<file path="src/hdl/mspid_pkg.sv">
// shared types, constants and helpers of the motor speed pid step
// no dependencies; used by every module of the block
package mspid_pkg;

    // setpoint window and scaling constants
    localparam logic [9:0]  SP_LOW      = 10'd460;
    localparam logic [9:0]  SP_HIGH     = 10'd614;
    localparam logic [10:0] PWM_FULL    = 11'd1023;
    localparam logic [6:0]  PERCENT     = 7'd100;
    localparam logic [7:0]  TERM_LIMIT  = 8'd70;
    localparam logic [7:0]  RPM_OFFSET  = 8'd3;
    // floor(x/10) = (x*205) >> 11 for x below 1024
    localparam logic [7:0]  DIV10_MUL   = 8'd205;
    // floor(y/100) is (y*5243) >> 19 or one more, for y below 2^19
    localparam logic [12:0] RECIP_100   = 13'd5243;

    // register indexes of the configuration port
    typedef enum logic [2:0] {
        REG_GAIN_P      = 3'd0,
        REG_GAIN_I      = 3'd1,
        REG_GAIN_D      = 3'd2,
        REG_TERM_SELECT = 3'd3,
        REG_SETPOINT    = 3'd4,
        REG_DRIVE_EN    = 3'd5,
        REG_RUN_MODE    = 3'd6
    } reg_idx_t;

    // result status codes
    localparam logic [1:0] STAT_SKIP  = 2'd0;
    localparam logic [1:0] STAT_RANGE = 2'd1;
    localparam logic [1:0] STAT_DRIVE = 2'd2;

    // datapath operations issued by the controller
    typedef enum logic [3:0] {
        OP_IDLE,
        OP_LOAD,
        OP_TARGET,
        OP_ERROR,
        OP_TERM_P,
        OP_TERM_I,
        OP_TERM_D,
        OP_MAP,
        OP_RECIP,
        OP_FIX,
        OP_EMIT
    } op_t;

    typedef struct packed {
        logic [6:0] gain_p;
        logic [6:0] gain_i;
        logic [6:0] gain_d;
        logic [2:0] term_select;
        logic [9:0] speed_setpoint;
        logic       drive_enable;
        logic       run_mode;
    } cfg_t;

    typedef struct packed {
        op_t op;
    } dp_cmd_t;

    typedef struct packed {
        logic skip;
    } dp_status_t;

    // result word, lowest field in the lowest bits
    typedef struct packed {
        logic [2:0] pad;
        logic [7:0] speed_error;
        logic [7:0] target_rpm;
        logic       drive_on;
        logic [9:0] drive_value;
        logic [1:0] status;
    } result_t;

    // a term survives only when enabled and within 1..69
    function automatic logic [7:0] keep_term(input logic on, input logic [7:0] raw);
        logic [7:0] t;
        t = raw;
        if (!on || t == 8'd0 || t >= TERM_LIMIT) begin
            t = 8'd0;
        end
        return t;
    endfunction

endpackage

</file>
<file path="src/hdl/mspid_regs.sv">
// configuration register file of the motor speed pid step
// depends on mspid_pkg
module mspid_regs (
    input  logic                aclk,
    input  logic                aresetn,
    input  logic                cfg_wr_en,
    input  logic [2:0]          cfg_addr,
    input  logic [9:0]          cfg_wr_data,
    output mspid_pkg::cfg_t     cfg
);

    mspid_pkg::cfg_t cfg_reg;

    // register writes, indexes past the list are dropped
    always_ff @(posedge aclk) begin
        if (!aresetn) begin
            cfg_reg.gain_p         <= 7'd0;
            cfg_reg.gain_i         <= 7'd0;
            cfg_reg.gain_d         <= 7'd0;
            cfg_reg.term_select    <= 3'd0;
            cfg_reg.speed_setpoint <= 10'd1;
            cfg_reg.drive_enable   <= 1'b1;
            cfg_reg.run_mode       <= 1'b0;
        end else if (cfg_wr_en) begin
            case (cfg_addr)
                mspid_pkg::REG_GAIN_P:      cfg_reg.gain_p <= cfg_wr_data[6:0];
                mspid_pkg::REG_GAIN_I:      cfg_reg.gain_i <= cfg_wr_data[6:0];
                mspid_pkg::REG_GAIN_D:      cfg_reg.gain_d <= cfg_wr_data[6:0];
                mspid_pkg::REG_TERM_SELECT: cfg_reg.term_select <= cfg_wr_data[2:0];
                mspid_pkg::REG_SETPOINT:    cfg_reg.speed_setpoint <= cfg_wr_data;
                mspid_pkg::REG_DRIVE_EN:    cfg_reg.drive_enable <= cfg_wr_data[0];
                mspid_pkg::REG_RUN_MODE:    cfg_reg.run_mode <= cfg_wr_data[0];
                default: begin
                end
            endcase
        end
    end

    assign cfg = cfg_reg;

endmodule

</file>
<file path="src/hdl/mspid_datapath.sv">
// datapath of the motor speed pid step: target, error, terms, pwm mapping
// depends on mspid_pkg; driven by mspid_ctrl through dp_cmd_t
module mspid_datapath (
    input  logic                    aclk,
    input  logic                    aresetn,
    input  mspid_pkg::cfg_t         cfg,
    input  mspid_pkg::dp_cmd_t      cmd,
    input  logic [7:0]              in_rpm,
    output mspid_pkg::dp_status_t   status,
    output mspid_pkg::result_t      result
);

    // loop state
    logic [7:0]  last_error_reg;
    logic [7:0]  error_sum_reg;

    // per-step working registers
    logic        skip_reg;
    logic [7:0]  meas_reg;
    logic [16:0] scaled_reg;
    logic [3:0]  gi10_reg;
    logic [7:0]  target_reg;
    logic [7:0]  err_reg;
    logic [7:0]  d_reg;
    logic [7:0]  acc_reg;
    logic [18:0] y_reg;
    logic [12:0] q0_reg;
    logic [9:0]  drive_reg;
    logic [1:0]  stat_reg;
    mspid_pkg::result_t result_reg;

    logic        skip_now;
    logic [16:0] scaled_calc;
    logic [14:0] gi_prod;
    logic [6:0]  q_hi;
    logic [10:0] rem_sum;
    logic [7:0]  target_calc;
    logic [7:0]  err_calc;
    logic [15:0] tdiv_prod;
    logic [4:0]  tdiv10;
    logic        sum_keep;
    logic [6:0]  mul_a;
    logic [7:0]  mul_b;
    logic        mul_on;
    logic [14:0] mul_prod;
    logic [7:0]  term;
    logic [8:0]  rpm_off;
    logic [18:0] y_calc;
    logic [31:0] recip_prod;
    logic [19:0] chk_prod;
    logic [12:0] drive_full;
    logic        in_range;

    // step runs only in run mode with the setpoint inside its window
    assign skip_now = !cfg.run_mode
                   || (cfg.speed_setpoint < mspid_pkg::SP_LOW)
                   || (cfg.speed_setpoint > mspid_pkg::SP_HIGH);
    assign status.skip = skip_now;

    // setpoint times 100 and integral gain over ten
    assign scaled_calc = 17'(cfg.speed_setpoint) * 17'(mspid_pkg::PERCENT);
    assign gi_prod     = 15'(cfg.gain_i) * 15'(mspid_pkg::DIV10_MUL);

    // divide by 1023: x>>10 is exact or one short
    assign q_hi        = scaled_reg[16:10];
    assign rem_sum     = 11'(scaled_reg[9:0]) + 11'(q_hi);
    assign target_calc = 8'(q_hi) + 8'(rem_sum >= mspid_pkg::PWM_FULL) - mspid_pkg::RPM_OFFSET;

    // error and integral reset test
    assign err_calc  = target_reg - meas_reg;
    assign tdiv_prod = 16'(target_reg) * 16'(mspid_pkg::DIV10_MUL);
    assign tdiv10    = tdiv_prod[15:11];
    assign sum_keep  = err_calc[7] || (err_calc < 8'(tdiv10));

    // shared term multiplier
    always_comb begin
        mul_a  = 7'd0;
        mul_b  = 8'd0;
        mul_on = 1'b0;
        case (cmd.op)
            mspid_pkg::OP_TERM_P: begin
                mul_a  = cfg.gain_p;
                mul_b  = err_reg;
                mul_on = cfg.term_select[2];
            end
            mspid_pkg::OP_TERM_I: begin
                mul_a  = 7'(gi10_reg);
                mul_b  = error_sum_reg;
                mul_on = cfg.term_select[1];
            end
            mspid_pkg::OP_TERM_D: begin
                mul_a  = cfg.gain_d;
                mul_b  = d_reg;
                mul_on = cfg.term_select[0];
            end
            default: begin
            end
        endcase
    end

    assign mul_prod = 15'(mul_a) * 15'(mul_b);
    assign term     = mspid_pkg::keep_term(mul_on, mul_prod[7:0]);

    // map rpm back to pwm: (rpm+3)*1023, then divide by 100
    assign rpm_off    = 9'(acc_reg) + 9'(mspid_pkg::RPM_OFFSET);
    assign y_calc     = {rpm_off, 10'd0} - 19'(rpm_off);
    assign recip_prod = 32'(y_reg) * 32'(mspid_pkg::RECIP_100);
    assign chk_prod   = 20'(q0_reg) * 20'(mspid_pkg::PERCENT);
    assign drive_full = (chk_prod > 20'(y_reg)) ? (q0_reg - 13'd1) : q0_reg;
    assign in_range   = (drive_full >= 13'(mspid_pkg::SP_LOW))
                     && (drive_full <= 13'(mspid_pkg::SP_HIGH));

    // loop state, touched only on a step that runs; the skip flag is captured on every load
    always_ff @(posedge aclk) begin
        if (!aresetn) begin
            last_error_reg <= 8'd0;
            error_sum_reg  <= 8'd0;
            skip_reg       <= 1'b0;
        end else begin
            if (cmd.op == mspid_pkg::OP_LOAD) begin
                skip_reg <= skip_now;
            end
            if (cmd.op == mspid_pkg::OP_ERROR) begin
                last_error_reg <= err_calc;
                error_sum_reg  <= sum_keep ? (error_sum_reg + err_calc) : 8'd0;
            end
        end
    end

    // working registers
    always_ff @(posedge aclk) begin
        case (cmd.op)
            mspid_pkg::OP_LOAD: begin
                meas_reg   <= in_rpm;
                scaled_reg <= scaled_calc;
                gi10_reg   <= gi_prod[14:11];
            end
            mspid_pkg::OP_TARGET: begin
                target_reg <= target_calc;
            end
            mspid_pkg::OP_ERROR: begin
                err_reg <= err_calc;
                d_reg   <= err_calc - last_error_reg;
                acc_reg <= target_reg;
            end
            mspid_pkg::OP_TERM_P, mspid_pkg::OP_TERM_I, mspid_pkg::OP_TERM_D: begin
                acc_reg <= acc_reg + term;
            end
            mspid_pkg::OP_MAP: begin
                y_reg <= y_calc;
            end
            mspid_pkg::OP_RECIP: begin
                q0_reg <= recip_prod[31:19];
            end
            mspid_pkg::OP_FIX: begin
                stat_reg  <= in_range ? mspid_pkg::STAT_DRIVE : mspid_pkg::STAT_RANGE;
                drive_reg <= in_range ? drive_full[9:0] : 10'd0;
            end
            mspid_pkg::OP_EMIT: begin
                result_reg.pad <= 3'd0;
                if (skip_reg) begin
                    result_reg.status      <= mspid_pkg::STAT_SKIP;
                    result_reg.drive_value <= 10'd0;
                    result_reg.drive_on    <= 1'b0;
                    result_reg.target_rpm  <= 8'd0;
                    result_reg.speed_error <= 8'd0;
                end else begin
                    result_reg.status      <= stat_reg;
                    result_reg.drive_value <= drive_reg;
                    result_reg.drive_on    <= (stat_reg == mspid_pkg::STAT_DRIVE)
                                              && cfg.drive_enable;
                    result_reg.target_rpm  <= target_reg;
                    result_reg.speed_error <= err_reg;
                end
            end
            default: begin
            end
        endcase
    end

    assign result = result_reg;

endmodule

</file>
<file path="src/hdl/mspid_ctrl.sv">
// controller of the motor speed pid step: sequences the datapath and the handshakes
// depends on mspid_pkg; drives mspid_datapath through dp_cmd_t
module mspid_ctrl (
    input  logic                    aclk,
    input  logic                    aresetn,
    input  logic                    s_tvalid,
    output logic                    s_tready,
    output logic                    m_tvalid,
    input  logic                    m_tready,
    input  mspid_pkg::dp_status_t   status,
    output mspid_pkg::dp_cmd_t      cmd
);

    typedef enum logic [3:0] {
        ST_IDLE,
        ST_TARGET,
        ST_ERROR,
        ST_TERM_P,
        ST_TERM_I,
        ST_TERM_D,
        ST_MAP,
        ST_RECIP,
        ST_FIX,
        ST_DONE
    } state_t;

    state_t state_reg;
    state_t state_next;
    logic   m_tvalid_reg;
    logic   m_tvalid_next;
    logic   accept;
    logic   slot_free;

    assign s_tready  = (state_reg == ST_IDLE);
    assign accept    = s_tvalid && s_tready;
    assign slot_free = !m_tvalid_reg || m_tready;

    // operation and next state
    always_comb begin
        cmd.op     = mspid_pkg::OP_IDLE;
        state_next = state_reg;
        case (state_reg)
            ST_IDLE: begin
                if (accept) begin
                    cmd.op     = mspid_pkg::OP_LOAD;
                    state_next = status.skip ? ST_DONE : ST_TARGET;
                end
            end
            ST_TARGET: begin
                cmd.op     = mspid_pkg::OP_TARGET;
                state_next = ST_ERROR;
            end
            ST_ERROR: begin
                cmd.op     = mspid_pkg::OP_ERROR;
                state_next = ST_TERM_P;
            end
            ST_TERM_P: begin
                cmd.op     = mspid_pkg::OP_TERM_P;
                state_next = ST_TERM_I;
            end
            ST_TERM_I: begin
                cmd.op     = mspid_pkg::OP_TERM_I;
                state_next = ST_TERM_D;
            end
            ST_TERM_D: begin
                cmd.op     = mspid_pkg::OP_TERM_D;
                state_next = ST_MAP;
            end
            ST_MAP: begin
                cmd.op     = mspid_pkg::OP_MAP;
                state_next = ST_RECIP;
            end
            ST_RECIP: begin
                cmd.op     = mspid_pkg::OP_RECIP;
                state_next = ST_FIX;
            end
            ST_FIX: begin
                cmd.op     = mspid_pkg::OP_FIX;
                state_next = ST_DONE;
            end
            ST_DONE: begin
                // wait until the output register is free
                if (slot_free) begin
                    cmd.op     = mspid_pkg::OP_EMIT;
                    state_next = ST_IDLE;
                end
            end
            default: begin
                state_next = ST_IDLE;
            end
        endcase
    end

    // output valid: set on emit, cleared once the transfer completes
    always_comb begin
        if (cmd.op == mspid_pkg::OP_EMIT) begin
            m_tvalid_next = 1'b1;
        end else if (m_tready) begin
            m_tvalid_next = 1'b0;
        end else begin
            m_tvalid_next = m_tvalid_reg;
        end
    end

    always_ff @(posedge aclk) begin
        if (!aresetn) begin
            state_reg    <= ST_IDLE;
            m_tvalid_reg <= 1'b0;
        end else begin
            state_reg    <= state_next;
            m_tvalid_reg <= m_tvalid_next;
        end
    end

    assign m_tvalid = m_tvalid_reg;

endmodule

</file>
<file path="src/hdl/motor_speed_pid_step.sv">
// motor_speed_pid_step: discrete pid speed loop, one step per rpm sample
// Input stream s_*: tdata[7:0] is the measured rpm. Output stream m_*: one
// result transfer per input transfer, in order. Registers are written through
// cfg_wr_en / cfg_addr / cfg_wr_data (index 0..6, higher indexes ignored) and
// should be changed only while no sample is in flight.
// A step that runs walks the controller through target, error, P, I, D
// (on the shared term multiplier), map, the divide-by-100 reciprocal, fix
// and emit before its result shows. A skipped step (run mode off or setpoint
// outside 460..614) goes from the transfer straight to the done state and
// emits from there. A new sample is taken only once the current step has
// emitted; s_tready is high only while the controller is idle.
// The result sits in an output register, so the next sample is taken while a
// result still waits; if m_tready stays low the block finishes that next step
// and then holds in its done state until the register frees.
// Reset (aresetn low, synchronous) clears the loop history, restores the
// register defaults and drops m_tvalid.
// depends on mspid_pkg, mspid_regs, mspid_datapath, mspid_ctrl
module motor_speed_pid_step (
    input  logic        aclk,
    input  logic        aresetn,
    input  logic        s_tvalid,
    output logic        s_tready,
    input  logic [7:0]  s_tdata,   // [7:0] measured_rpm
    output logic        m_tvalid,
    input  logic        m_tready,
    output logic [31:0] m_tdata,   // [1:0] status, [11:2] drive_value, [12] drive_on,
                                   // [20:13] target_rpm, [28:21] speed_error, [31:29] zero
    input  logic        cfg_wr_en,
    input  logic [2:0]  cfg_addr,
    input  logic [9:0]  cfg_wr_data
);

    mspid_pkg::cfg_t        cfg;
    mspid_pkg::dp_cmd_t     cmd;
    mspid_pkg::dp_status_t  status;
    mspid_pkg::result_t     result;

    mspid_regs u_regs (
        .aclk        (aclk),
        .aresetn     (aresetn),
        .cfg_wr_en   (cfg_wr_en),
        .cfg_addr    (cfg_addr),
        .cfg_wr_data (cfg_wr_data),
        .cfg         (cfg)
    );

    mspid_datapath u_datapath (
        .aclk    (aclk),
        .aresetn (aresetn),
        .cfg     (cfg),
        .cmd     (cmd),
        .in_rpm  (s_tdata),
        .status  (status),
        .result  (result)
    );

    mspid_ctrl u_ctrl (
        .aclk     (aclk),
        .aresetn  (aresetn),
        .s_tvalid (s_tvalid),
        .s_tready (s_tready),
        .m_tvalid (m_tvalid),
        .m_tready (m_tready),
        .status   (status),
        .cmd      (cmd)
    );

    assign m_tdata = result;

endmodule

</file>
<file path="config.mk">
export PLATFORM = sky130hd
export DESIGN_NAME = motor_speed_pid_step
export DESIGN_NICKNAME = d
export VERILOG_FILES = /design/src/hdl/mspid_pkg.sv /design/src/hdl/mspid_regs.sv /design/src/hdl/mspid_datapath.sv /design/src/hdl/mspid_ctrl.sv /design/src/hdl/motor_speed_pid_step.sv
export SDC_FILE = /design/constraint.sdc
export NUM_CORES = 1
export LEC_CHECK = 0
export BUFFER_PORTS_ARGS = -buffer_cell sky130_fd_sc_hd__buf_2
export CORE_ASPECT_RATIO = 1.4
export CORE_UTILIZATION = 42
export DETAILED_ROUTE_END_ITERATION = 10
export PLACE_DENSITY_LB_ADDON = 0.2
export SYNTH_ARGS = -nofsm -noshare
export SYNTH_HDL_FRONTEND = slang
export SYNTH_SLANG_ARGS = --single-unit
</file>
<file path="constraint.sdc">
create_clock -name aclk -period 7.3 [get_ports aclk]
set_clock_uncertainty 0.15 [all_clocks]
set_input_delay 1.825 -clock aclk [delete_from_list [all_inputs] [get_ports aclk]]
set_output_delay 1.825 -clock aclk [all_outputs]
set_load 0.005 [all_outputs]
</file>
# After elaboration in Yosys (flattened, before gate mapping)
# Cells that the tools add are included.
# word_totals
reg_bits	190
latchBits	0
ram_bits	0
mem_bits_ro	0
input_bits	26
output_inout_bits	34
wordCells	123
memories	0
# op_classes
add_sub_neg	10
multipliers	6
div_mod_pow	0
n_lt_le_gt_ge	8
n_eq_ne	28
shifts	0
n_mux	17
n_bitwise	0
n_reduce_logical	26
# ops
operator	n
one-hot mux 4 bit (10 select lines)	2
== test 4 x 3 -> 1 bit (second input constant)	8
multiplier 19 x 13 -> 32 bit (second input constant)	1
one-hot mux 8 bit (3 select lines)	1
one-hot mux 7 bit (3 select lines)	1
== test 4 bit (second input constant)	5
> comparator 20 x 19 -> 1 bit	1
subtractor 19 x 9 -> 19 bit	1
multiplier 13 x 5 -> 18 bit (second input constant)	1
adder 8 bit	2
== test 4 x 2 -> 1 bit (second input constant)	4
multiplier 8 x 8 -> 16 bit (second input constant)	1
2-to-1 mux 4 bit	4
2-to-1 mux 8 bit	2
one-hot mux 8 bit (2 select lines)	1
AND reduction 2 bit	8
subtractor 8 bit	2
multiplier 10 x 5 -> 15 bit (second input constant)	1
multiplier 7 x 8 -> 15 bit (second input constant)	1
greater-or-equal comparator 13 x 9 -> 1 bit (second input constant)	1
less-or-equal comparator 13 x 10 -> 1 bit (second input constant)	1
2-to-1 mux 13 bit	1
subtractor 13 x 1 -> 13 bit (second input constant)	1
adder 10 x 7 -> 11 bit	1
27 further kinds	43

# Depth between registers and ports, before layout
# Gate-level depths: netlist (run 1).
# depth
word_depth	13
ltp_mapped	33
depth_no_buf	31

# By module
# A second synthesis (run 1) with hierarchy kept.
# hier_totals
cells_unflattened	1919
area_unflattened_um2	19363.6
# modules_own_cells
mod	instances	cells_each	area_each_um2	seq_area_each_um2
mspid_datapath	1	1749	17699.5	4304.1
mspid_regs	1	135	1382.6	720.7
mspid_ctrl	1	35	281.5	100.1

# Worst setup path before layout (run 1)
# No wires, ideal clock.
# synth_timing
kind	reg2reg
startpoint	register u_ctrl.state_reg[0]
endpoint	register u_datapath.acc_reg[6] (data pin)
setup_time_ns	0.268
t_arrival_ns	6.200
t_required_ns	6.882
path_slack_ns	0.682
path_stages_with_launch	32
n_path_buf	2
period_less_slack_ns	6.618
path_cell_list	dfxtp_1 > nor4bb_1 > clkbuf_1 > clkbuf_1 > a222oi_1 > or2_2 > fa_1 > inv_1 > ha_1 > inv_1 > fa_1 > fa_1 > inv_1 > ha_1 > xnor2_1 > nor3_1 > a21boi_0 > o21ai_0 > nor3_2 > nor3b_1 > ha_1 > inv_1 > fa_1 > inv_1 > a21oi_1 > o21bai_1 > a21oi_1 > nor2_1 > nor2_1 > xnor2_1 > nand2_1 > o21ai_0
# synth_via
elab_chain_cells	13
elab_cells_between_ends	30
classes_between	add/sub (1); mul (1); order compare (1); eq/ne (13); mux (7); reduce/logical (7)
# synth_lines
element	line	source
start: declaration	mspid_ctrl.sv:27	state_t state_reg;
start signal: assignment	mspid_ctrl.sv:110	state_reg <= state_next;
zero test 4 bit	mspid_ctrl.sv:34, mspid_ctrl.sv:42	
logical AND 1 bit	mspid_ctrl.sv:35	assign accept = s_tvalid && s_tready;
2-to-1 mux 1 bit	mspid_ctrl.sv:44	if (accept) begin
one-hot mux 4 bit (10 select lines) (*)	mspid_ctrl.sv:42	case (state_reg)
branches (longest 8 deep; another with multiplier 7 x 8 -> 8 bit)	-	
one-hot mux 8 bit (2 select lines) (*)	mspid_datapath.sv:132	case (cmd.op)
end signal: assignment	mspid_datapath.sv:144	acc_reg <= target_reg;
end signal: assignment	mspid_datapath.sv:147	acc_reg <= acc_reg + term;
end: declaration	mspid_datapath.sv:25	logic [7:0] acc_reg;
# Mark *: on every way between the ends.
# A chain may end at the register's enable or synchronous reset.

# Worst setup path after layout (run 1)
# layout_timing
startpoint	register u_ctrl.state_reg[3]
endpoint	register u_datapath.acc_reg[6] (data pin)
# The elaborated chain is that of the path after synthesis.

==> impl_table.tex, run 1 <==
\begin{tabular}{lr}
\hline
Metric & Value \\
\hline
\multicolumn{2}{l}{\textbf{Worst setup path}} \\
\quad Buffering stage count on the worst path with inverters included & 6 \\
\quad Worst Setup Path Type & reg -> reg \\
\quad Worst Setup End Kind & flop \\
\quad Master of the slowest instance on the critical path & sky130\_fd\_sc\_hd\_\_fa\_1 \\
\quad Crit-path leading delay family & adder cells \\
\quad Critical path arrival & approximately 6900 ps \\
\quad Most prevalent standard cell on the critical path & sky130\_fd\_sc\_hd\_\_fa\_1 \\
\quad Worst path required time & 7340 ps \\
\quad Setup crit start kind & flop \\
\quad Highest cell delay on the worst timing path & 540 ps \\
\quad Critical Path Fanout Max & 15 \\
\multicolumn{2}{l}{\textbf{Timing}} \\
\quad Hold slack & $\sim$320 ps \\
\quad Final cycle utilization of the critical path & between 90\% and 100\% \\
\quad Final Hold Vio Count & 0 \\
\quad Post-route setup TNS & 0 ps \\
\quad Count of endpoints failing setup in the final report & 0 \\
\quad Final Slew Violations & 0 \\
\quad Slew margin rel. & 17.7\% \\
\quad Slew of the pin with the lowest slew margin & roughly 1200 ps \\
\quad Clock period minus worst slack & approximately 6900 ps \\
\quad Maximum achievable frequency & 145 MHz \\
\quad Post-route setup slack & about 420 ps \\
\multicolumn{2}{l}{\textbf{Global routing}} \\
\quad Initial antenna violation count & 2 \\
\quad Total Routing Usage GR & around 19\% \\
\quad Total congestion overflow after global routing & 0 \\
\quad Pin count of the biggest net entering global routing & 52 \\
\quad Number of global-route vias before repair & about 14000 \\
\quad Global-route wire length before repair & 70900 um \\
\multicolumn{2}{l}{\textbf{Clock tree}} \\
\quad Cell chosen for the clock root & sky130\_fd\_sc\_hd\_\_clkbuf\_16 \\
\quad TritonCTS clock tree & built \\
\quad Maximum count of clock buffers along a single path & 2 \\
\quad Clk sinks & 190 \\
\quad Deepest level of the CTS H-tree & 4 \\
\quad Number of buffers inserted by hold repair at cts & 0 \\
\quad CTS Buf Count & 17 \\
\quad Clock insertion delay at the later pin of the skew report & around 460 ps \\
\quad Clock transition time at the flip-flop clock pins of the worst setup and hold paths & around 80 ps \\
\multicolumn{2}{l}{\textbf{Outcome}} \\
\quad Outcome & finished, final reports clean \\
\multicolumn{2}{l}{\textbf{Power}} \\
\quad Power density of the placed cells & approximately 170 nW/um\^{}2 \\
\quad Maximum vdd drop & between 0.1 and 0.15 mV \\
\quad Fraction of power consumed by combinational cells & 34.8\% \\
\quad Net switching share of the total power & 35.3\% \\
\quad Sequential Power Share & between 30\% and 40\% \\
\quad Sw power & about 0.0013 W \\
\quad Clock network fraction of total power & 26.5\% \\
\quad Cell internal power dissipation & $\sim$0.0023 W \\
\quad Static power due to leakage & approximately 10 nW \\
\multicolumn{2}{l}{\textbf{Floorplanning}} \\
\quad Die Footprint & 47000 sq um \\
\quad Die width & 183 um \\
\quad Chip Height & 256 um \\
\quad Starting Density & between 40\% and 50\% \\
\quad Total I/O pin count & 60 \\
\quad Core outline area & $\sim$45000 sq um \\
\quad Number of rows created at floorplan & 92 \\
\multicolumn{2}{l}{\textbf{Route}} \\
\quad Number of iterations in the first detailed-routing pass & 6 \\
\quad Per-cell via count in the routed design & 5.08 \\
\quad Antenna-violating nets left & 0 \\
\quad Count of unresolved DRC violations after routing & 0 \\
\quad Routed wire length per instance & 16.6 um \\
\quad Iteration-0 DRC count of the detailed router & slightly below 600 \\
\quad Total number of vias & 13300 \\
\quad Routed WL & 43400 um \\
\multicolumn{2}{l}{\textbf{Synthesis}} \\
\quad Synthesized area & 19400 sq um \\
\quad Sequential cell area fraction in the yosys report & between 20\% and 30\% \\
\quad Total number of yosys warnings & 0 \\
\quad Number of enable flip-flop cells after synthesis & $\sim$130 \\
\quad Cell type with the largest total area after synthesis & sky130\_fd\_sc\_hd\_\_ha\_1 \\
\quad Average cell area after synthesis & a little over 10 sq um \\
\quad Async S/R FF share, synth & 0\% \\
\quad Share of Yosys cell area claimed by the top area cell type & 23.7\% \\
\quad Netlist cell types & 80 \\
\quad Synth Instances & 1911 \\
\quad Dominant cells by area after synthesis & sky130\_fd\_sc\_hd\_\_ha\_1 24\%, sky130\_fd\_sc\_hd\_\_edfxtp\_1 20\%, sky130\_fd\_sc\_hd\_\_fa\_1 15\% \\
\quad Flip-flop cell with the highest count after synthesis & sky130\_fd\_sc\_hd\_\_edfxtp\_1 \\
\quad Post-synthesis sequential element count & 190 \\
\multicolumn{2}{l}{\textbf{Placement}} \\
\quad Placed cell count & approximately 2600 \\
\quad Post-Place Setup Slack & roughly 260 ps \\
\quad RePlAce Congestion & 0.875 \\
\quad Placed wire-length estimate & around 36000 um \\
\quad \# port buffers & 56 \\
\multicolumn{2}{l}{\textbf{Cells and area}} \\
\quad Post-route core utilization & a little under half \\
\quad Max reg flops & 36 \\
\quad Count of placed standard cells in the final layout, fillers left out & 2612 \\
\quad Final antenna diode count & 0 \\
\quad Growth of design area from synthesis to finish & 9.10\% \\
\quad Number of filler instances in the final layout & between 4000 and 5000 \\
\quad Proportion of layout cells with a drive suffix above 1 & between 8 and 9\% \\
\quad \# nets final & $\sim$2500 \\
\multicolumn{2}{l}{\textbf{Job}} \\
\quad Count of maximum capacitance violations & 0 \\
\multicolumn{2}{l}{\textbf{Hold path}} \\
\quad Class of the tightest hold or removal check & reg -> reg \\
\hline
\end{tabular}
stage by stage:
stage,area [sq um],power [W]
after detailed placement,20500,0.00264
after global placement,20500,0.00260
after global routing,21100,0.00381
after CTS,21000,0.00358
final,21100,0.00355
after floorplan,19400,0.00230
worst reg2reg max path, delay by kind of cell, from the launching register on:
| kind | cells | cell delay, ps |
|---|---|---|
| adder cells (fa/ha/maj) | 7 | 2990 |
| AND/OR/NAND/NOR | 7 | 1210 |
| AO/OA/AOI/OAI | 7 | 820 |
| buffers and inverters | 6 | 720 |
| flip-flops | 1 | 390 |
| XOR/XNOR | 2 | 320 |
cell usage in the layout (no fill, tap or decap), types with 37 or more instances in the layout:
cell                       instances
sky130_fd_sc_hd__edfxtp_1        132
sky130_fd_sc_hd__buf_4            37
sky130_fd_sc_hd__nor2_1          103
sky130_fd_sc_hd__buf_2            56
sky130_fd_sc_hd__nor2b_1          64
sky130_fd_sc_hd__a21oi_1          71
sky130_fd_sc_hd__xnor2_1          80
sky130_fd_sc_hd__ha_1            367
sky130_fd_sc_hd__dfxtp_1          57
sky130_fd_sc_hd__fa_1            142
sky130_fd_sc_hd__o21ai_0          41
sky130_fd_sc_hd__inv_1           351
sky130_fd_sc_hd__nand2_1          90
kinds of logic after synthesis:
logic type / synth area share [%]
mux: 2.01
compound gates: 9.96
xor+xnor: 5.07
buf+inv: 7.60
other cells: 0.0194
flops: 26.5
simple gates: 10.5
fa+ha+maj: 38.4
worst paths after layout:
path	start	to	slack, ps	depth (start not counted)
worst max-delay path	u_ctrl.state_reg[3]$_SDFFE_PN0P_	u_datapath.acc_reg[6]$_DFFE_PP_	420	29
worst min-delay path	u_datapath.last_error_reg[6]$_SDFFE_PN0N_	u_datapath.last_error_reg[6]$_SDFFE_PN0N_	320	2
worst max register to register	u_ctrl.state_reg[3]$_SDFFE_PN0P_	u_datapath.acc_reg[6]$_DFFE_PP_	420	29
worst min register to register	u_datapath.last_error_reg[6]$_SDFFE_PN0N_	u_datapath.last_error_reg[6]$_SDFFE_PN0N_	320	2
cell usage after synthesis (13+ instances only):
master                       n
sky130_fd_sc_hd__ha_1      367
sky130_fd_sc_hd__inv_1     351
sky130_fd_sc_hd__fa_1      142
sky130_fd_sc_hd__edfxtp_1  132
sky130_fd_sc_hd__nor2_1    103
sky130_fd_sc_hd__nand2_1    90
sky130_fd_sc_hd__xnor2_1    80
sky130_fd_sc_hd__a21oi_1    71
sky130_fd_sc_hd__nor2b_1    64
sky130_fd_sc_hd__dfxtp_1    58
sky130_fd_sc_hd__o21ai_0    41
sky130_fd_sc_hd__xor2_1     32
sky130_fd_sc_hd__mux2i_1    31
sky130_fd_sc_hd__clkbuf_1   29
sky130_fd_sc_hd__a21boi_0   26
sky130_fd_sc_hd__nor3_1     25
sky130_fd_sc_hd__a21o_1     19
sky130_fd_sc_hd__nand3_1    19
sky130_fd_sc_hd__o21bai_1   17
sky130_fd_sc_hd__and2_1     16
sky130_fd_sc_hd__or2_2      16
sky130_fd_sc_hd__nand2b_1   15
sky130_fd_sc_hd__a222oi_1   13
power groups by stage:
stage / combinational [W] / sequential (W) / clock [W]
floorplan: 0.000942 / 0.00135 / 0
global placement: 0.00120 / 0.00140 / 0
detailed placement: 0.00124 / 0.00140 / 0
CTS: 0.00125 / 0.00138 / 0.000953
global route: 0.00144 / 0.00139 / 0.000988
finish: 0.00123 / 0.00137 / 0.000939
timing repair:
item / in CTS / in global routing
hold endpoints to repair: 0 / 0
gates resized for setup: 0 / 2
endpoints found under the setup margin: 0 / 4
setup buffers: 0 / 9
area by class of cell:
type / count / area (sq um) / area share (%)
multi-input cells: 1335 / 12800 / 60.6
flip-flops and latches: 190 / 5130 / 24.3
clock buffers: 20 / 459 / 2.17
clock inverters: 12 / 98.8 / 0.468
well taps: 611 / 764 / 3.62
repair buffers: 93 / 558 / 2.64
inverters: 351 / 1320 / 6.24
metal layers:
metal	vias up	GRT usage [%]	routed length (um)
met5	-	0	28
met4	4	7.27	1380
met3	61	2.40	848
met2	138	38.1	24200
met1	6475	20.5	17000
li1	6597	-	-
Note: power is estimated with default switching activity, not from simulation.
==> run 2: changes to the inputs <==
--- a/config.mk
+++ b/config.mk
@@ -9,7 +9,8 @@
 export CORE_ASPECT_RATIO = 1.4
 export CORE_UTILIZATION = 42
 export DETAILED_ROUTE_END_ITERATION = 10
-export PLACE_DENSITY_LB_ADDON = 0.2
+export GPL_ROUTABILITY_DRIVEN = 0
+export PLACE_DENSITY = 0.65
 export SYNTH_ARGS = -nofsm -noshare
 export SYNTH_HDL_FRONTEND = slang
 export SYNTH_SLANG_ARGS = --single-unit
==> run 2 against run 1 <==
Net effect:
- non-clock buffer count decreased by 4
- critical path type unchanged
- utilization increased by 0.058 points
- highest routed layer is now met4
- clock-buffer cell count decreased by 3
==> impl_table.tex, run 2 (synthesized netlist as in run 1, its figures left out) <==
\begin{tabular}{lr}
\hline
Metric & Value \\
\hline
\multicolumn{2}{l}{\textbf{Outcome}} \\
\quad Outcome & finished, final reports clean \\
\multicolumn{2}{l}{\textbf{Placement}} \\
\quad \# port buffers & between 50 and 60 \\
\quad Placed cell count & between 2000 and 3000 \\
\quad Post-Place Setup Slack & between 200 and 300 ps \\
\quad Placed wire-length estimate & between 30000 and 40000 um \\
\quad Standard cell area after detailed placement & between 20000 and 25000 sq um \\
\multicolumn{2}{l}{\textbf{Route}} \\
\quad Routed WL & roughly 43000 um \\
\quad Antenna-violating nets left & 0 \\
\quad Routed wire length per instance & about 17 um \\
\quad Total number of vias & $\sim$14000 \\
\quad Per-cell via count in the routed design & 5.19 \\
\quad Count of unresolved DRC violations after routing & 0 \\
\quad Iteration-0 DRC count of the detailed router & approximately 750 \\
\quad Number of iterations in the first detailed-routing pass & 6 \\
\multicolumn{2}{l}{\textbf{Worst setup path}} \\
\quad Critical Path Fanout Max & 12 \\
\quad Worst Setup Path Type & reg -> reg \\
\quad Worst path required time & 7350 ps \\
\quad Worst Setup End Kind & flop \\
\quad Highest cell delay on the worst timing path & approximately 550 ps \\
\quad Origin of the critical flop-to-flop path & u\_ctrl.state\_reg[0]\$\_SDFFE\_PN0P\_ \\
\quad Critical path arrival & 6960 ps \\
\quad Register-to-Register Setup Slack & roughly 390 ps \\
\quad End of the worst register-to-register path & u\_datapath.acc\_reg[6]\$\_DFFE\_PP\_ \\
\quad Setup crit start kind & flop \\
\quad R2R cell count & 30 \\
\quad Master of the slowest instance on the critical path & sky130\_fd\_sc\_hd\_\_fa\_1 \\
\quad Most prevalent standard cell on the critical path & sky130\_fd\_sc\_hd\_\_inv\_1 \\
\multicolumn{2}{l}{\textbf{Clock tree}} \\
\quad CTS Buf Count & 17 \\
\quad Clock transition time at the flip-flop clock pins of the worst setup and hold paths & roughly 80 ps \\
\quad Deepest level of the CTS H-tree & 4 \\
\quad Clk sinks & between 150 and 200 \\
\quad Clock insertion delay at the later pin of the skew report & about 460 ps \\
\quad TritonCTS clock tree & built \\
\quad Number of buffers inserted by hold repair at cts & 0 \\
\quad Maximum count of clock buffers along a single path & 2 \\
\quad Cell chosen for the clock root & sky130\_fd\_sc\_hd\_\_clkbuf\_16 \\
\multicolumn{2}{l}{\textbf{Cells and area}} \\
\quad Fin area & around 21000 sq um \\
\quad Final antenna diode count & 0 \\
\quad Count of placed standard cells in the final layout, fillers left out & about 2600 \\
\quad Number of filler instances in the final layout & 4212 \\
\quad Proportion of layout cells with a drive suffix above 1 & 8.36\% \\
\quad Growth of design area from synthesis to finish & 9.24\% \\
\quad Commonest non-fill, non-tap cell in the layout & sky130\_fd\_sc\_hd\_\_ha\_1 \\
\quad Commonest non-fill, non-tap cells in the layout & 367 x sky130\_fd\_sc\_hd\_\_ha\_1, 351 x sky130\_fd\_sc\_hd\_\_inv\_1, 142 x sky130\_fd\_sc\_hd\_\_fa\_1, 132 x sky130\_fd\_sc\_hd\_\_edfxtp\_1, 103 x sky130\_fd\_sc\_hd\_\_nor2\_1 \\
\quad \# nets final & 2519 \\
\quad Max reg flops & 36 \\
\multicolumn{2}{l}{\textbf{Floorplanning}} \\
\quad Chip Height & 256 um \\
\quad Core outline area & between 40000 and 50000 sq um \\
\quad Total I/O pin count & 60 \\
\quad Starting Density & a little over two fifths \\
\quad Die Footprint & 47000 sq um \\
\quad Die width & $\sim$180 um \\
\quad Number of rows created at floorplan & 92 \\
\multicolumn{2}{l}{\textbf{Timing}} \\
\quad Final cycle utilization of the critical path & a little over nine tenths \\
\quad Clock period minus worst slack & around 7000 ps \\
\quad Slew margin rel. & about a third \\
\quad Final Slew Violations & 0 \\
\quad Maximum achievable frequency & between 100 and 150 MHz \\
\quad Post-route setup slack & between 300 and 400 ps \\
\quad Count of endpoints failing setup in the final report & 0 \\
\quad Hold slack & around 320 ps \\
\quad Slew of the pin with the lowest slew margin & roughly 1000 ps \\
\quad Final Hold Vio Count & 0 \\
\multicolumn{2}{l}{\textbf{Hold path}} \\
\quad Cell depth of the worst hold path & 2 \\
\quad Hold Path Sink & u\_datapath.last\_error\_reg[3]\$\_SDFFE\_PN0N\_ \\
\quad Hold Path Origin & u\_datapath.last\_error\_reg[3]\$\_SDFFE\_PN0N\_ \\
\quad Class of the tightest hold or removal check & reg -> reg \\
\multicolumn{2}{l}{\textbf{Global routing}} \\
\quad Number of global-route vias before repair & 14100 \\
\quad Initial antenna violation count & 0 \\
\quad Met1 usage & 20.7\% \\
\quad Global routing met3 resource utilization & $\sim$2.3\% \\
\quad Pin count of the biggest net entering global routing & 53 \\
\quad GRT busiest layer & met2 \\
\quad Global routing usage on met2 & 36.1\% \\
\quad Total congestion overflow after global routing & 0 \\
\quad Global-route wire length before repair & between 70000 and 80000 um \\
\quad Total Routing Usage GR & a little under a fifth \\
\multicolumn{2}{l}{\textbf{Power}} \\
\quad Static power due to leakage & about 10 nW \\
\quad Clock network fraction of total power & 26.4\% \\
\quad Power density of the placed cells & between 150 and 200 nW/um\^{}2 \\
\quad Sequential Power Share & about two fifths \\
\quad Maximum vdd drop & roughly 0.16 mV \\
\quad Fraction of power consumed by combinational cells & between 30\% and 40\% \\
\quad Cell internal power dissipation & around 0.0023 W \\
\quad Net switching share of the total power & a little over a third \\
\quad Sw power & about 0.0012 W \\
\multicolumn{2}{l}{\textbf{Job}} \\
\quad Count of maximum capacitance violations & 0 \\
\hline
\end{tabular}
==> run 2: changes by cell type in the layout (fill, tap and decap cells not counted), sizes merged <==
cell / delta
bufinv: +1
clkinvlp: +3
buf: -4
inv: -4
clkbuf: -3
clkinv: +3
==> run 2: routing by layer <==
metal / wire length, um / share of wire (%) / vias up
met4: 2080 / 4.8 / 0
li1: - / - / 6582
met3: 1080 / 2.5 / 98
met1: 16600 / 38 / 6621
met5: 0 / 0 / -
met2: 23500 / 54 / 237
==> run 2: power groups by stage <==
stage | clock network, W | logic [W] | registers, W
after floorplan | 0 | 0.000942 | 0.00135
after global placement | 0 | 0.00121 | 0.00139
after detailed placement | 0 | 0.00125 | 0.00140
after CTS | 0.000962 | 0.00126 | 0.00137
after global routing | 0.00100 | 0.00144 | 0.00138
final | 0.000937 | 0.00124 | 0.00137
==> run 2: worst max-delay path: cells and delay by family, from the launching register on <==
family          cells  cell delay (ps)
fa+ha+maj           7             2630
simple gates        8             1740
compound gates      7              930
buf+inv             6              490
flops               1              430
xor+xnor            2              260
==> run 2: worst max-delay path by stage <==
stage	from	to	slack, ps	cells past startpoint
6_report	u_ctrl.state_reg[0]$_SDFFE_PN0P_	u_datapath.acc_reg[6]$_DFFE_PP_	390	30
5_1_grt	u_ctrl.state_reg[0]$_SDFFE_PN0P_	u_datapath.acc_reg[6]$_DFFE_PP_	-9	30
4_1_cts	u_ctrl.state_reg[0]$_SDFFE_PN0P_	u_datapath.acc_reg[6]$_DFFE_PP_	250	29
3_5_place_dp	u_ctrl.state_reg[0]$_SDFFE_PN0P_	u_datapath.acc_reg[6]$_DFFE_PP_	260	29
3_3_place_gp	u_ctrl.state_reg[0]$_SDFFE_PN0P_	u_datapath.acc_reg[6]$_DFFE_PP_	510	30
2_1_floorplan	u_ctrl.state_reg[0]$_SDFFE_PN0P_	u_datapath.acc_reg[6]$_DFFE_PP_	680	31
==> run 2: per-stage QoR <==
step	power, W	util [%]	TNS, ps
floorplan	0.00230	-	0
global placement	0.00260	45.3	0
detailed placement	0.00265	45.3	0
global route	0.00382	46.7	-16.6
finish	0.00355	46.7	0
CTS	0.00359	46.6	0
==> run 2: timing repair <==
action / 4_1_cts / 5_1_grt
setup endpoints to repair: 0 / 4
buffers inserted: 0 / 6
resized for setup: 0 / 6
==> run 2: cell type report <==
class / count / area, sq um / area share (%)
Tap cell: 611 / 764 / 3.62
Clock inverter: 15 / 158 / 0.746
Inverter: 351 / 1320 / 6.23
Multi-Input combinational cell: 1335 / 12800 / 60.6
Clock buffer: 17 / 425 / 2.01
Sequential cell: 190 / 5130 / 24.2
Timing Repair Buffer: 89 / 532 / 2.52
